File: config.mk
export PLATFORM = sky130hd
export DESIGN_NAME = object_pool_with_active_list_flat
export DESIGN_NICKNAME = d
export VERILOG_FILES = /design/src/rtl/core/opal_pkg.sv /design/src/rtl/core/opal_if.sv /design/src/rtl/core/opal_ctrl.sv /design/src/rtl/core/opal_dp.sv /design/src/rtl/core/object_pool_with_active_list.sv /design/src/flat_wrapper.sv
export SDC_FILE = /design/constraint.sdc
export NUM_CORES = 1
export LEC_CHECK = 0
export BUFFER_PORTS_ARGS = -buffer_cell sky130_fd_sc_hd__buf_4
export CAP_MARGIN = 25
export CORE_MARGIN = 3
export CORE_UTILIZATION = 55
export CTS_BUF_LIST = sky130_fd_sc_hd__clkbuf_4
export DETAILED_ROUTE_END_ITERATION = 6
export PLACE_DENSITY = 0.72
export SLEW_MARGIN = 20
export SYNTH_ARGS = -nofsm -noshare
export SYNTH_HDL_FRONTEND = slang
export SYNTH_SLANG_ARGS = --single-unit
File: constraint.sdc
create_clock -name i_clk -period 3.82 [get_ports i_clk]
set_input_delay 0.191 -clock i_clk [delete_from_list [all_inputs] [get_ports i_clk]]
set_output_delay 0.191 -clock i_clk [all_outputs]
set_load 0.005 [all_outputs]
File: src/rtl/core/opal_pkg.sv
`timescale 1ns / 1ps
// Package for the object pool: sizes, field types, status and operation codes,
// controller states and the command/status structs between controller and datapath.
// No dependencies.
package opal_pkg;

    localparam int POOL_SIZE = 64;
    localparam int IDX_W     = $clog2(POOL_SIZE);
    localparam int CNT_W     = $clog2(POOL_SIZE + 1);

    localparam logic OP_CREATE  = 1'b0;
    localparam logic OP_DESTROY = 1'b1;

    typedef enum logic [1:0] {
        STAT_OK         = 2'd0,
        STAT_EMPTY      = 2'd1,
        STAT_NOT_ACTIVE = 2'd2
    } t_status;

    typedef struct packed {
        logic             operation;
        logic [IDX_W-1:0] block_index;
    } t_req;

    typedef struct packed {
        t_status          status;
        logic [IDX_W-1:0] result_index;
        logic [CNT_W-1:0] active_total;
    } t_rsp;

    typedef enum logic [2:0] {
        ST_IDLE,
        ST_CR_READ,
        ST_CR_COMMIT,
        ST_SCAN,
        ST_RD_LAST,
        ST_DS_COMMIT,
        ST_REJECT
    } t_state;

    typedef struct packed {
        logic accept;     // request transfer this cycle
        logic cr_read;    // read top of free stack
        logic cr_commit;  // finish a create
        logic scan;       // advance the active-list search
        logic rd_last;    // read last active entry
        logic ds_commit;  // finish a destroy
        logic reject;     // report pool empty or not active
    } t_cmd;

    typedef struct packed {
        logic req_op;
        logic free_empty;
        logic hit;
        logic scan_done;
        logic out_free;
    } t_sts;

endpackage

File: src/rtl/core/opal_if.sv
`timescale 1ns / 1ps
// Valid/ready channel interfaces for requests and responses.
// Depends on opal_pkg.
interface opal_req_if;
    logic          valid;
    logic          ready;
    opal_pkg::t_req data;

    modport source (output valid, output data, input ready);
    modport sink   (input valid, input data, output ready);
endinterface

interface opal_rsp_if;
    logic          valid;
    logic          ready;
    opal_pkg::t_rsp data;

    modport source (output valid, output data, input ready);
    modport sink   (input valid, input data, output ready);
endinterface

File: src/rtl/core/opal_ctrl.sv
`timescale 1ns / 1ps
// Controller state machine for the object pool.
// Depends on opal_pkg; drives the datapath through t_cmd and reads t_sts.
module opal_ctrl (
    input  logic            i_clk,
    input  logic            i_rst_n,
    input  logic            i_req_valid,
    input  logic            i_req_op,
    input  opal_pkg::t_sts  i_sts,
    output logic            o_req_ready,
    output opal_pkg::t_cmd  o_cmd
);
    import opal_pkg::*;

    t_state r_state;
    t_state n_state;

    always_ff @(posedge i_clk) begin
        if (!i_rst_n) begin
            r_state <= ST_IDLE;
        end else begin
            r_state <= n_state;
        end
    end

    always_comb begin
        n_state = r_state;
        unique case (r_state)
            ST_IDLE: begin
                if (i_req_valid) begin
                    n_state = (i_req_op == OP_DESTROY) ? ST_SCAN : ST_CR_READ;
                end
            end
            ST_CR_READ: begin
                n_state = i_sts.free_empty ? ST_REJECT : ST_CR_COMMIT;
            end
            ST_CR_COMMIT: begin
                if (i_sts.out_free) n_state = ST_IDLE;
            end
            ST_SCAN: begin
                if (i_sts.hit) begin
                    n_state = ST_RD_LAST;
                end else if (i_sts.scan_done) begin
                    n_state = ST_REJECT;
                end
            end
            ST_RD_LAST: begin
                n_state = ST_DS_COMMIT;
            end
            ST_DS_COMMIT: begin
                if (i_sts.out_free) n_state = ST_IDLE;
            end
            ST_REJECT: begin
                if (i_sts.out_free) n_state = ST_IDLE;
            end
            default: begin
                n_state = ST_IDLE;
            end
        endcase
    end

    always_comb begin
        o_cmd       = '0;
        o_req_ready = 1'b0;
        unique case (r_state)
            ST_IDLE: begin
                o_req_ready  = 1'b1;
                o_cmd.accept = i_req_valid;
            end
            ST_CR_READ:   o_cmd.cr_read   = !i_sts.free_empty;
            ST_CR_COMMIT: o_cmd.cr_commit = i_sts.out_free;
            ST_SCAN:      o_cmd.scan      = !i_sts.hit;
            ST_RD_LAST:   o_cmd.rd_last   = 1'b1;
            ST_DS_COMMIT: o_cmd.ds_commit = i_sts.out_free;
            ST_REJECT:    o_cmd.reject    = i_sts.out_free;
            default: begin
                o_cmd = '0;
            end
        endcase
    end

endmodule

File: src/rtl/core/opal_dp.sv
`timescale 1ns / 1ps
// Datapath for the object pool: free stack and active list memories, counters,
// search pointer and the response register. Depends on opal_pkg.
module opal_dp (
    input  logic            i_clk,
    input  logic            i_rst_n,
    input  opal_pkg::t_req  i_req,
    input  opal_pkg::t_cmd  i_cmd,
    input  logic            i_rsp_ready,
    output opal_pkg::t_sts  o_sts,
    output logic            o_rsp_valid,
    output opal_pkg::t_rsp  o_rsp
);
    import opal_pkg::*;

    logic [IDX_W-1:0]     r_free_mem [POOL_SIZE];
    logic [POOL_SIZE-1:0] r_free_vld;
    logic [IDX_W-1:0]     r_act_mem  [POOL_SIZE];

    logic [CNT_W-1:0] r_free_cnt;
    logic [CNT_W-1:0] r_act_cnt;
    t_req             r_req;
    logic [CNT_W-1:0] r_scan;
    logic             r_live;
    logic [IDX_W-1:0] r_prev;
    logic [IDX_W-1:0] r_act_q;
    logic [IDX_W-1:0] r_fs_q;
    logic             r_fs_vld;
    logic [IDX_W-1:0] r_fs_addr;
    logic             r_out_valid;
    t_rsp             r_out;

    logic [CNT_W-1:0] w_free_dec;
    logic [CNT_W-1:0] w_act_dec;
    logic [IDX_W-1:0] w_pop_idx;
    logic             w_scan_issue;
    logic             w_push;
    logic             w_act_we;
    logic [IDX_W-1:0] w_act_waddr;
    logic [IDX_W-1:0] w_act_wdata;
    logic             w_act_re;
    logic [IDX_W-1:0] w_act_raddr;
    logic             w_out_free;

    assign w_free_dec   = r_free_cnt - CNT_W'(1);
    assign w_act_dec    = r_act_cnt - CNT_W'(1);
    // Entries never written since reset are taken to hold their own index.
    assign w_pop_idx    = r_fs_vld ? r_fs_q : r_fs_addr;
    assign w_scan_issue = i_cmd.scan && (r_scan < r_act_cnt);
    assign w_push       = i_cmd.ds_commit && (r_free_cnt < CNT_W'(POOL_SIZE));

    // On a destroy the last active entry is copied into the freed slot.
    assign w_act_we    = i_cmd.cr_commit || i_cmd.ds_commit;
    assign w_act_waddr = i_cmd.cr_commit ? r_act_cnt[IDX_W-1:0] : r_prev;
    assign w_act_wdata = i_cmd.cr_commit ? w_pop_idx : r_act_q;
    assign w_act_re    = w_scan_issue || i_cmd.rd_last;
    assign w_act_raddr = i_cmd.rd_last ? w_act_dec[IDX_W-1:0] : r_scan[IDX_W-1:0];

    assign w_out_free  = !r_out_valid || i_rsp_ready;

    always_ff @(posedge i_clk) begin
        if (w_push) r_free_mem[r_free_cnt[IDX_W-1:0]] <= r_req.block_index;
        if (i_cmd.cr_read) r_fs_q <= r_free_mem[w_free_dec[IDX_W-1:0]];
    end

    always_ff @(posedge i_clk) begin
        if (!i_rst_n) begin
            r_free_vld <= '0;
        end else if (w_push) begin
            r_free_vld[r_free_cnt[IDX_W-1:0]] <= 1'b1;
        end
    end

    always_ff @(posedge i_clk) begin
        if (i_cmd.cr_read) begin
            r_fs_vld  <= r_free_vld[w_free_dec[IDX_W-1:0]];
            r_fs_addr <= w_free_dec[IDX_W-1:0];
        end
    end

    always_ff @(posedge i_clk) begin
        if (w_act_we) r_act_mem[w_act_waddr] <= w_act_wdata;
        if (w_act_re) r_act_q <= r_act_mem[w_act_raddr];
    end

    always_ff @(posedge i_clk) begin
        if (!i_rst_n) begin
            r_free_cnt <= CNT_W'(POOL_SIZE);
            r_act_cnt  <= '0;
        end else if (i_cmd.cr_commit) begin
            r_free_cnt <= w_free_dec;
            r_act_cnt  <= r_act_cnt + CNT_W'(1);
        end else if (i_cmd.ds_commit) begin
            r_act_cnt <= w_act_dec;
            if (w_push) r_free_cnt <= r_free_cnt + CNT_W'(1);
        end
    end

    always_ff @(posedge i_clk) begin
        if (i_cmd.accept) r_req <= i_req;
        if (w_scan_issue) r_prev <= r_scan[IDX_W-1:0];
    end

    always_ff @(posedge i_clk) begin
        if (!i_rst_n) begin
            r_scan <= '0;
            r_live <= 1'b0;
        end else if (i_cmd.accept) begin
            r_scan <= '0;
            r_live <= 1'b0;
        end else if (i_cmd.scan) begin
            r_live <= w_scan_issue;
            if (w_scan_issue) r_scan <= r_scan + CNT_W'(1);
        end
    end

    always_ff @(posedge i_clk) begin
        if (!i_rst_n) begin
            r_out_valid <= 1'b0;
        end else if (i_cmd.cr_commit || i_cmd.ds_commit || i_cmd.reject) begin
            r_out_valid <= 1'b1;
        end else if (i_rsp_ready) begin
            r_out_valid <= 1'b0;
        end
    end

    always_ff @(posedge i_clk) begin
        if (i_cmd.cr_commit) begin
            r_out.status       <= STAT_OK;
            r_out.result_index <= w_pop_idx;
            r_out.active_total <= r_act_cnt + CNT_W'(1);
        end else if (i_cmd.ds_commit) begin
            r_out.status       <= STAT_OK;
            r_out.result_index <= r_req.block_index;
            r_out.active_total <= w_act_dec;
        end else if (i_cmd.reject) begin
            r_out.status       <= (r_req.operation == OP_DESTROY) ? STAT_NOT_ACTIVE
                                                                  : STAT_EMPTY;
            r_out.result_index <= '0;
            r_out.active_total <= r_act_cnt;
        end
    end

    assign o_sts.req_op     = r_req.operation;
    assign o_sts.free_empty = (r_free_cnt == '0);
    assign o_sts.hit        = r_live && (r_act_q == r_req.block_index);
    assign o_sts.scan_done  = !r_live && (r_scan >= r_act_cnt);
    assign o_sts.out_free   = w_out_free;

    assign o_rsp_valid = r_out_valid;
    assign o_rsp       = r_out;

endmodule

File: src/rtl/core/object_pool_with_active_list.sv
`timescale 1ns / 1ps
// Object pool with active list: top level joining controller and datapath.
// Depends on opal_pkg, opal_if, opal_ctrl and opal_dp.

// One request at a time, one response per request. A create passes through
// request transfer, free-stack read and commit. A destroy reads the active
// list one entry per cycle through its single read port until it finds the
// index, then reads the last active entry and commits. A destroy of an index
// that is not active reads every active entry before it is rejected, or is
// rejected without a read on an empty list. The response waits in an output
// register, and the block only stalls at the end of its next request if that
// register has not yet been taken. No clearing pass follows reset.
module object_pool_with_active_list (
    input  logic        i_clk,
    input  logic        i_rst_n,
    opal_req_if.sink    i_req,
    opal_rsp_if.source  o_rsp
);
    import opal_pkg::*;

    t_cmd w_cmd;
    t_sts w_sts;

    opal_ctrl u_ctrl (
        .i_clk       (i_clk),
        .i_rst_n     (i_rst_n),
        .i_req_valid (i_req.valid),
        .i_req_op    (i_req.data.operation),
        .i_sts       (w_sts),
        .o_req_ready (i_req.ready),
        .o_cmd       (w_cmd)
    );

    opal_dp u_dp (
        .i_clk       (i_clk),
        .i_rst_n     (i_rst_n),
        .i_req       (i_req.data),
        .i_cmd       (w_cmd),
        .i_rsp_ready (o_rsp.ready),
        .o_sts       (w_sts),
        .o_rsp_valid (o_rsp.valid),
        .o_rsp       (o_rsp.data)
    );

    // The controller issues at most one datapath command per cycle.
    a_cmd_onehot: assert property (@(posedge i_clk) disable iff (!i_rst_n)
        $onehot0(w_cmd))
        else $error("more than one datapath command in a cycle");

    // Once a request is taken the block is not ready again in the next cycle.
    a_busy_after_take: assert property (@(posedge i_clk) disable iff (!i_rst_n)
        (i_req.valid && i_req.ready) |=> !i_req.ready)
        else $error("request accepted while previous one in progress");

    // Responses carry a legal status and a count within the pool.
    a_rsp_range: assert property (@(posedge i_clk) disable iff (!i_rst_n)
        o_rsp.valid |-> (o_rsp.data.active_total <= CNT_W'(POOL_SIZE))
                        && (o_rsp.data.status == STAT_OK
                            || o_rsp.data.status == STAT_EMPTY
                            || o_rsp.data.status == STAT_NOT_ACTIVE))
        else $error("response out of range");

endmodule
File: src/flat_wrapper.sv
// flat-port wrapper written by rule: the top's interface ports become plain ports
module object_pool_with_active_list_flat import opal_pkg::*;
  (i_clk, i_rst_n, i_req_valid, i_req_data, i_req_ready, o_rsp_valid, o_rsp_data, o_rsp_ready);
  opal_req_if i_req_i ();
  opal_rsp_if o_rsp_i ();
  input  logic i_clk;
  input  logic i_rst_n;
  input wire logic [$bits(i_req_i.valid)-1:0] i_req_valid;
  input wire logic [$bits(i_req_i.data)-1:0] i_req_data;
  output wire logic [$bits(i_req_i.ready)-1:0] i_req_ready;
  output wire logic [$bits(o_rsp_i.valid)-1:0] o_rsp_valid;
  output wire logic [$bits(o_rsp_i.data)-1:0] o_rsp_data;
  input wire logic [$bits(o_rsp_i.ready)-1:0] o_rsp_ready;
  assign i_req_i.valid = i_req_valid;
  assign i_req_i.data = i_req_data;
  assign i_req_ready = i_req_i.ready;
  assign o_rsp_valid = o_rsp_i.valid;
  assign o_rsp_data = o_rsp_i.data;
  assign o_rsp_i.ready = o_rsp_ready;
  object_pool_with_active_list u_core (.i_clk(i_clk), .i_rst_n(i_rst_n), .i_req(i_req_i), .o_rsp(o_rsp_i));
endmodule
# ---- Word-level counts from Yosys, hierarchy flattened
# Memory sizes are Yosys's and may differ from the RTL's. A register that Yosys moved wholly into a read port is not among the register bits.
# Index checks and enable logic that the tools add are counted.
dict set report totals {
  reg_bits 125
  latch_bits 0
  ramBits 768
  rom_bits 0
  input_bits 11
  output_inout_bits 17
  wordCells 103
  n_memories 2
}
# name words width rd rd_ports_with_merged_regs wr line_no
set mem_list {}
lappend mem_list {u_core.u_dp.r_act_mem 64 6 1 1 1 opal_dp.sv:18} ;# logic [IDX_W-1:0] r_act_mem [POOL_SIZE];
lappend mem_list {u_core.u_dp.r_free_mem 64 6 1 1 1 opal_dp.sv:16} ;# logic [IDX_W-1:0] r_free_mem [POOL_SIZE];
dict set report op_classes {
  n_addsub 5
  n_mul 0
  div_mod_pow 0
  magnitude_cmp 6
  n_eq_ne 10
  shift 0
  n_mux 38
  n_bitwise 2
  reduce_logical 25
}
# op count
set op_table {}
lappend op_table {{64-bit OR} 1}
lappend op_table {{13-bit 2-to-1 mux} 3}
lappend op_table {{7-bit 2-to-1 mux} 5}
lappend op_table {{6-bit 2-to-1 mux} 4}
lappend op_table {{7-bit by 1-bit adder with 7-bit output (second input constant)} 3}
lappend op_table {{1-bit 2-to-1 mux} 16}
lappend op_table {{3-bit 2-to-1 mux} 5}
lappend op_table {{3-bit case mux with 5 select lines} 1}
lappend op_table {{6-bit by 7-bit less-than comparator with 1-bit output (second input constant)} 2}
lappend op_table {{7-bit by 1-bit subtractor with 7-bit output (second input constant)} 2}
lappend op_table {{3-bit equality test (second input constant)} 3}
lappend op_table {{7-bit >= comparator} 1}
lappend op_table {{7-bit logical NOT} 1}
lappend op_table {{7-bit less-than comparator} 1}
lappend op_table {{7-bit less-than comparator (second input constant)} 1}
lappend op_table {{1-bit binary-select mux with 6-bit select} 1}
lappend op_table {{1-bit demux with 6-bit select} 1}
lappend op_table {{3-bit by 2-bit equality test with 1-bit output (second input constant)} 2}
lappend op_table {{6-bit equality test} 1}
lappend op_table {{6-bit by 1-bit >= comparator with 1-bit output (second input constant)} 1}
lappend op_table {{2-bit nonzero test} 3}
lappend op_table {{1-bit logical AND} 5}
lappend op_table {{1-bit logical NOT} 4}
lappend op_table {{1-bit logical OR} 4}
lappend op_table {{12 further kinds} 15}

# ---- Longest topological paths before layout
# Gate-level depths: netlist of the first run.
dict set report logic_depth {
  word_depth 7
  ltp_mapped 12
  mapped_depth_nobuf 9
}

# ---- By module
# From an unflattened synthesis of the first run, not the netlist that was laid out.
dict set report hier_totals {
  cells_unflattened 2107
  hier_area_um2 36055.8
}
# mod instances cells_each area_each_um2 seq_area_each_um2
set by_module_without_submodules {}
lappend by_module_without_submodules {opal_dp 1 2068 35769.3 26195.1}
lappend by_module_without_submodules {opal_ctrl 1 39 286.5 60.1}

# ---- Worst setup path before layout of the first run
# No wires, ideal clock.
dict set report synth_timing {
  kind {flip-flop to flip-flop}
  start {register u_core.u_dp.r_free_cnt[0]}
  end {register u_core.u_dp.r_fs_q[0], read port of u_core.u_dp.r_free_mem (data pin)}
  setup_ns 0.270
  arrival_time_ns 2.922
  t_required_ns 3.550
  path_slack_ns 0.628
  stages_incl_launch_ff 13
  path_buffers 5
  synth_period_minus_slack_ns 3.192
  path_cell_list {dfxtp_1 -> buf_2 -> buf_2 -> clkinv_1 -> ha_1 -> buf_2 -> clkbuf_1 -> buf_1 -> mux4_2 -> nand2_1 -> a31oi_1 -> a21oi_1 -> a21oi_1}
}
dict set report synth_between {
  elab_cells_between_ends 4
  cone_classes {add/sub: 1; mux: 1; reduce/logical: 2}
}
# element line_no
set synth_rtl {}
lappend synth_rtl {{start: declaration} opal_dp.sv:20} ;# logic [CNT_W-1:0] r_free_cnt;
lappend synth_rtl {{start signal: assignment} opal_dp.sv:88} ;# r_free_cnt <= CNT_W'(POOL_SIZE);
lappend synth_rtl {{start signal: assignment} opal_dp.sv:91} ;# r_free_cnt <= w_free_dec;
lappend synth_rtl {{start signal: assignment} opal_dp.sv:95} ;# if (w_push) r_free_cnt <= r_free_cnt + CNT_W'(1);
lappend synth_rtl {{7-bit by 1-bit subtractor with 7-bit output} opal_dp.sv:45} ;# assign w_free_dec = r_free_cnt - CNT_W'(1);
lappend synth_rtl {{net u_core.u_dp.w_free_dec[0]} opal_dp.sv:33} ;# logic [CNT_W-1:0] w_free_dec;
lappend synth_rtl {{end: declaration} opal_dp.sv:27} ;# logic [IDX_W-1:0] r_fs_q;
# The timed path passes the listed nets, and every way through them passes these cells.
# A chain may end at the register's enable or synchronous reset.

# ---- Final worst setup path of the first run
dict set report layout_timing {
  start {register u_core.u_ctrl.r_state[1]}
  end {memory u_core.u_dp.r_act_mem[25][1] (netlist bit), enable pin}
}
dict set report layout_between {
  elab_chain_cells 5
  elab_cells_between_ends 8
  cone_classes {eq/ne: 2; mux: 5; reduce/logical: 1}
}
# element line_no
set layout_rtl {}
lappend layout_rtl {{start: declaration} opal_ctrl.sv:15} ;# t_state r_state;
lappend layout_rtl {{start signal: assignment} opal_ctrl.sv:22} ;# r_state <= n_state;
lappend layout_rtl {{3-bit by 2-bit equality test with 1-bit output or 3-bit equality test (tied branches)} opal_ctrl.sv:65} ;# unique case (r_state)
lappend layout_rtl {{1-bit 2-to-1 mux} opal_ctrl.sv:65}
lappend layout_rtl {{1-bit logical OR} opal_dp.sv:53} ;# assign w_act_we = i_cmd.cr_commit || i_cmd.ds_commit;
lappend layout_rtl {{1-bit 2-to-1 mux} opal_dp.sv:82} ;# if (w_act_we) r_act_mem[w_act_waddr] <= w_act_wdata;
lappend layout_rtl {{1-bit 2-to-1 mux (implied by the code)} opal_dp.sv:82}
lappend layout_rtl {{end: declaration} opal_dp.sv:18}
# Several ways; a longest one is shown, not always the timed one.

==> impl_results.md, run 1 <==
* Hold Startpoint: o_rsp_ready
* Mapped Area at 36200 sq um
* Drt drc at 0
* Peak supply drop at 0.00102 V
* Crit Path Class: reg -> reg
* First-pass DRT Iterations at 5
* Startpoint types: flip-flop
* Synth Area per Inst at 15.6 sq um
* Crit path max fanout at 19
* Die H at 263 microns
* P&R area growth vs syn at 12.7%
* TritonCTS Sinks at 905
* Clk pwr share at 25.8%
* Longest Clk Path Bufs at 3
* # IOs at 28
* Clock Latency Late Sink at 1.06 ns
* # fillers at 4677
* Status: complete, no violations
* Post-Place Cells at 3172
* Mapped Nets at 2351
* Period minus WS final at 3.66 ns
* Main synth FF type: edfxtp_1
* Drt wl/cell at 24.0 microns
* Iteration-0 DRC Markers at 2572
* Flop pwr share at 41.1%
* Vias in the first global route at 21700
* Layout cells sized above 1 at 22.6%
* H-Tree Depth at 4
* Net switching power at 10600 uW
* First-pass GRT wire length at 131000 microns
* Max Clk Rate at 273 MHz
* Final setup skew at 0.0710 ns
* Layout net count at 2576
* Worst Path Required at 4.45 ns
* Post-synthesis sequential area ratio at 72.4%
* Final WL at 86000 microns
* Initial antenna violation count at 2
* # Max-Cap Violations at 0
* GR Util All Layers at 25.0%
* YS warnings at 0
* Vias at 21900
* Synthesized flop and latch total at 905
* Endpoints failing setup at 0
* Synth unique cells at 65
* Post-Syn Instances at 2328
* Hold Path End: u_core.u_dp.o_rsp_valid
* Max_slew headroom at 29.0%
* Grt ovf at 0
* Final period util at 95.7%
* Die X at 263 microns
* Critical R2R Launch: u_core.u_ctrl.r_state[1]
* Fraction of synthesized cell area taken by the top area cell type at 67.3%
* RSZ-0062 raised after global routing: false
* I/O Buffers at 27
* Clock Tree Root: clkbuf_4
* Net Sw Frac at 35.3%
* Setup TNS at 0 ns
* Worst EP arrival at 4.28 ns
* Power density cells at 735 nW/um^2
* Combinational share of power at 33.1%
* Initial Util at 55.9%
* FF-to-FF path depth at 6
* Synth area leaders: edfxtp_1, mux4_2, dfxtp_1
* Gpl congestion at 0.875
* Hold path depth at 4
* Cell taking the most area after synthesis: edfxtp_1
* FF-to-FF setup slack at 0.16 ns
* Via density per instance at 6.11
* CTS tree: yes
* Clock-pin slew on the worst setup and hold paths at 0.07 ns
* Clock buffer count from CTS at 215
* Cell Rows at 93
* Asr flop ratio synth at 0%
* Post-DP HPWL at 53200 microns
* Number of enable flip-flop cells after synthesis at 813
* Total power at 30000 uW
* Slew @ Worst Pin at 1.06 ns
* HP Class: in -> reg
* Power Internal at 19400 uW
* Post-route ant nets at 0
* Static Leak at 0.0137 uW
* Total die area at 69000 sq um
* Final Max Slew Viols at 0
* Post-route insts no fill at 3582
* Largest net degree at the start of global routing at 84
* Crit Reg-Reg Endpoint: u_core.u_dp.r_act_mem[25][1]
* CP endpoint kind: flip-flop
* Hold Fails Final Rpt at 0
* Core ar. at 64800 sq um
registers in the layout, summed over array words and instances, names as in the netlist, 3 cells and up:
register / flops
u_core.u_dp.o_rsp: 15
u_core.u_dp.r_scan: 7
u_core.u_dp.r_prev: 6
u_core.u_dp.r_fs_addr: 6
u_core.u_dp.r_act_cnt: 7
u_core.u_dp.r_free_vld: 64
u_core.u_dp.r_fs_q: 6
u_core.u_ctrl.r_state: 3
u_core.u_dp.r_act_q: 6
u_core.u_dp.r_act_mem: 384
u_core.u_dp.r_free_cnt: 7
u_core.u_dp.r_free_mem: 384
u_core.u_dp.r_req: 6
power groups by stage:
stage          combinational, uW  sequential (uW)  clock, uW
3_3_place_gp                9660            12500          0
6_report                    9940            12300       7740
3_5_place_dp                9790            12500          0
2_1_floorplan               5980            12600          0
4_1_cts                     9840            12300       7900
5_1_grt                    10500            12400       8460
cells in the mapped netlist, drive strengths merged (17+ instances only):
library cell / instances
a21boi: 18
a21oi: 52
a311oi: 27
a32oi: 20
and3: 34
buf: 63
clkbuf: 62
dfxtp: 92
edfxtp: 813
inv: 17
mux2i: 62
mux4: 132
nand2: 376
nand3: 96
nor2: 164
nor3: 25
o21a: 66
o21ai: 19
xnor2: 20
per-layer routing:
metal / vias up / track usage [%] / share of wire, % / wire, microns
li1: 9556 / - / - / -
met5: - / 0 / 0 / 0
met3: 171 / 8.41 / 11 / 9650
met1: 10900 / 36.2 / 41 / 35500
met4: 0 / 8.26 / 2.5 / 2130
met2: 1269 / 35.9 / 45 / 38800
stage by stage:
stage	setup WS (ns)	util, %	instance area, sq um	hold slack, ns
after detailed placement	0.0389	58.4	37900	0.397
after CTS	0.0259	63.0	40800	0.0889
after global routing	0.0195	63.0	40800	0.151
after floorplan	0.628	-	36200	0.290
final	0.163	63.0	40800	0.231
after global placement	0.182	58.4	37900	0.397
final cells by class:
cell class	count	area, sq um	area share [%]
timing repair buffer	133	1200	2.93
clock inverter	69	378	0.925
clock buffer	317	2380	5.83
sequential	905	26300	64.3
antenna	5	12.5	0.0306
tap	855	1070	2.62
multi-input combinational	1277	9460	23.2
inverter	21	78.8	0.193
placed cells by master (no fill, tap or decap), drive strengths merged, types with 34 or more instances in the layout:
cell type / synthesis / routed
dfxtp: 92 / 92
buf: 63 / 114
nand2: 376 / 376
mux2i: 62 / 62
clkbuf: 62 / 317
a21oi: 52 / 52
edfxtp: 813 / 813
mux4: 132 / 132
nand3: 96 / 96
o21a: 66 / 66
clkinv: 4 / 61
and3: 34 / 34
nor2: 164 / 164
how the worst max path moves through the flow:
stage | endpoint | from | slack [ns] | cells after the start
after floorplan | u_core.u_dp.r_fs_q[0] | u_core.u_dp.r_free_cnt[0] | 0.63 | 12
after global placement | u_core.u_dp.r_act_q[1] | u_core.u_dp.r_act_cnt[0] | 0.18 | 11
after detailed placement | u_core.u_dp.r_act_q[1] | u_core.u_dp.r_act_cnt[0] | 0.04 | 11
after CTS | u_core.u_dp.r_act_q[1] | u_core.u_dp.r_act_cnt[0] | 0.03 | 11
after global routing | u_core.u_dp.r_act_mem[9][5] | u_core.u_ctrl.r_state[1] | 0.02 | 6
final | u_core.u_dp.r_act_mem[25][1] | u_core.u_ctrl.r_state[1] | 0.16 | 6
worst max-delay path, stage by stage (launching register included):
cell and delay [ns]:
dfxtp_1 0.58, nand2b_1 0.18, nor2_1 0.20, nand2_1 0.38, o21ai_0 0.56, nand2_1 0.62
nor2_1 0.71
logic make-up (layout without fill, tap and decap cells):
group	after synthesis	after routing	share of synthesized area [%]
DFF	905	905	72.4
buffers and inverters	146	540	1.74
muxes	199	199	10.1
adders and majority gates	12	12	0.414
other	0	5	0
xor gates and xnor gates	27	27	0.652
AOI/OAI and AO/OA	279	279	5.48
and+or+nand+nor	760	760	9.20
repair_timing:
item                       4_1_cts  5_1_grt
setup buffers                    0        0
setup endpoints to repair        0        4
hold buffers                    19        0
gates resized for setup          0        2
hold endpoints to repair       113        0
Note: power is estimated with default switching activity, not from simulation.
==> inputs of run 2 (changes only) <==
--- a/config.mk
+++ b/config.mk
@@ -5,6 +5,7 @@
 export SDC_FILE = /design/constraint.sdc
 export NUM_CORES = 1
 export LEC_CHECK = 0
+export ABC_AREA = 1
 export BUFFER_PORTS_ARGS = -buffer_cell sky130_fd_sc_hd__buf_4
 export CAP_MARGIN = 25
 export CORE_MARGIN = 3
==> run 2 against run 1 <==
  * Utilization fell by 1.2 points
  * The flow now finishes with violations (DRC)
  * Synthesized cell count rose by 53%
  * Synthesized area rose by 6.0%
==> impl_results.md, run 2 <==
* Synth Area per Inst at 10.8 sq um
* Xor/xnor share of the synthesized area at 0.365%
* HP Class: in -> reg
* Worst EP arrival at 3.93 ns
* # IOs at 28
* Synth unique cells at 40
* Status: complete, but fails checks
* Cell taking the most area after synthesis: edfxtp_1
* Post-synthesis sequential area ratio at 68.3%
* Post-Syn Instances at 3562
* Final Util at 61.8%
* Critical Path Slowest Stage Cell: dfxtp_1
* I/O Buffers at 27
* Initial antenna violation count at 1
* Hold WS at 0.0921 ns
* Net Sw Frac at 34.1%
* First-pass DRT Iterations at 7
* CP endpoint kind: flip-flop
* Drt wl/cell at 20.0 microns
* Max Clk Rate at 310 MHz
* Clk pwr share at 29.1%
* Gpl congestion at 0.887
* GR Util All Layers at 26.2%
* Die X at 270 microns
* Synthesized flop and latch total at 905
* Clock Tree Root: clkbuf_4
* Worst Path Required at 4.53 ns
* Die H at 270 microns
* Vias at 27200
* Final WL at 96000 microns
* # Max-Cap Violations at 0
* Final Max Slew Viols at 0
* CP cell instances: nand2_1 > inv_1 > nand3_1 > inv_2 > nor2_4 > nor2_1 > nand3_1 > buf_4 > nor2_1
* H-Tree Depth at 4
* Via density per instance at 5.67
* Mapped Nets at 3585
* # fillers at 5553
* Asr flop ratio synth at 0%
* Power density cells at 628 nW/um^2
* Main synth FF type: edfxtp_1
* Flop pwr share at 44.2%
* Most common cell after layout, fill and taps aside: edfxtp_1
* Crit Path Class: reg -> reg
* Clock-pin slew on the worst setup and hold paths at 0.07 ns
* Max_slew headroom at 31.0%
* Total die area at 73100 sq um
* Post-route insts no fill at 4796
* Synth area leaders: edfxtp_1, nand3_1, inv_1
* Most frequent cells in the layout: edfxtp_1, nand3_1, inv_1
* Iteration-0 DRC Markers at 3076
* Count leader, synth: edfxtp_1
* Post-CTS setup repair buffer count at 0
* Grt ovf at 0
* Post-Place Cells at 4396
* Post-synthesis simple-gate area fraction at 16.2%
* Failing checks: DRC
* Crit path max fanout at 23
* Final setup skew at 0.0516 ns
* P&R area growth vs syn at 11.0%
* Peak supply drop at 0.000530 V
* YS warnings at 0
* Post-synthesis adder-cell area fraction at 0.391%
* Endpoints failing setup at 0
* Synth Area in Compound Gates at 7.44%
* Final period util at 84.4%
* Post-DP HPWL at 55400 microns
* Power Internal at 17700 uW
* Core ar. at 68900 sq um
* Commonest cells post-synth: edfxtp_1, nand3_1, inv_1
* Fraction of synthesized cell area taken by the top area cell type at 63.6%
* Crit path largest cell delay at 0.48 ns
* Largest net degree at the start of global routing at 231
* Clock Latency Late Sink at 1.09 ns
* CTS tree: yes
* Worst path bufs/invs at 3
* TritonCTS Sinks at 905
* Layout net count at 3721
* Slew @ Worst Pin at 1.03 ns
* First-pass GRT wire length at 148000 microns
* Period minus WS final at 3.22 ns
* Drt drc at 2
* Layout cells sized above 1 at 12.5%
* Combinational share of power at 26.7%
* Hold Fails Final Rpt at 0
* Vias in the first global route at 26300
* Longest Clk Path Bufs at 3
* Crit path max-delay family: simple AND/OR/NAND/NOR gates
* Static Leak at 0.0167 uW
* Clock buffer count from CTS at 214
* Cell Rows at 96
* Largest family of logic cells by synthesized area: simple AND/OR/NAND/NOR gates
* RSZ-0062 raised after global routing: false
* Net switching power at 9130 uW
* Mapped Area at 38400 sq um
* Post-route ant nets at 0
* Mux contribution to synthesized area at 0.176%
* Startpoint types: flip-flop
* Number of enable flip-flop cells after synthesis at 813
* Initial Util at 55.7%
run 2: per-layer routing:
layer / routed length, microns / vias up / track usage [%]
li1: - / 12600 / -
met2: 46700 / 1314 / 42.4
met5: 0 / - / 0
met3: 8190 / 272 / 5.67
met1: 37100 / 13000 / 33.7
met4: 3980 / 0 / 13.1
run 2: final cells by class:
type / count / area (sq um) / area share, %
sequential: 905 / 26300 / 61.6
multi-input combinational: 1963 / 9520 / 22.3
clock buffer: 323 / 2420 / 5.69
inverter: 500 / 1880 / 4.41
tap: 931 / 1160 / 2.73
timing repair buffer: 114 / 1040 / 2.43
clock inverter: 53 / 328 / 0.769
antenna: 7 / 17.5 / 0.0411
run 2: power by group through the flow:
| stage | registers (uW) | logic [uW] | clock network [uW] |
|---|---|---|---|
| 3_3_place_gp | 12000 | 6950 | 0 |
| 5_1_grt | 11800 | 7710 | 8460 |
| 4_1_cts | 11800 | 7080 | 7900 |
| 6_report | 11800 | 7160 | 7800 |
| 2_1_floorplan | 12100 | 4280 | 0 |
| 3_5_place_dp | 12000 | 7040 | 0 |
run 2: metrics by stage:
step / total power [uW] / area (sq um) / TNS (ns) / setup slack, ns
6_report: 26800 / 42600 / 0 / 0.596
5_1_grt: 28000 / 42600 / 0 / 0.390
4_1_cts: 26800 / 42600 / 0 / 0.658
3_5_place_dp: 19100 / 39700 / 0 / 0.702
3_3_place_gp: 19000 / 39700 / 0 / 0.750
2_1_floorplan: 16400 / 38400 / -70.07 / -0.547
run 2: cell families after synthesis:
| family | count (synthesis) |
|---|---|
| compound gates | 478 |
| xor+xnor | 16 |
| fa+ha+maj | 12 |
| buf+inv | 694 |
| flops | 905 |
| mux | 6 |
| simple gates | 1451 |
run 2: worst min-delay path, delay by kind of cell:
kind	cells	cell delay, ns
buffers and inverters	3	0.82
and+or+nand+nor	1	0.11
run 2: worst paths after layout:
path                              startpoint                            to  slack [ns]  cells after the start
hold reg to reg   u_core.u_dp.r_free_vld[21]    u_core.u_dp.r_free_vld[21]        0.46                      2
setup / recovery    u_core.u_ctrl.r_state[1]  u_core.u_dp.r_act_mem[42][4]        0.60                      9
setup reg to reg    u_core.u_ctrl.r_state[1]  u_core.u_dp.r_act_mem[42][4]        0.60                      9
hold / removal                       i_rst_n      u_core.u_dp.r_act_cnt[6]        0.09                      4
run 2: what timing repair did:
action	in CTS	in global routing
hold buffers	17	0
resized for setup	0	0
setup endpoints to repair	0	0
endpoints found under the hold margin	110	0
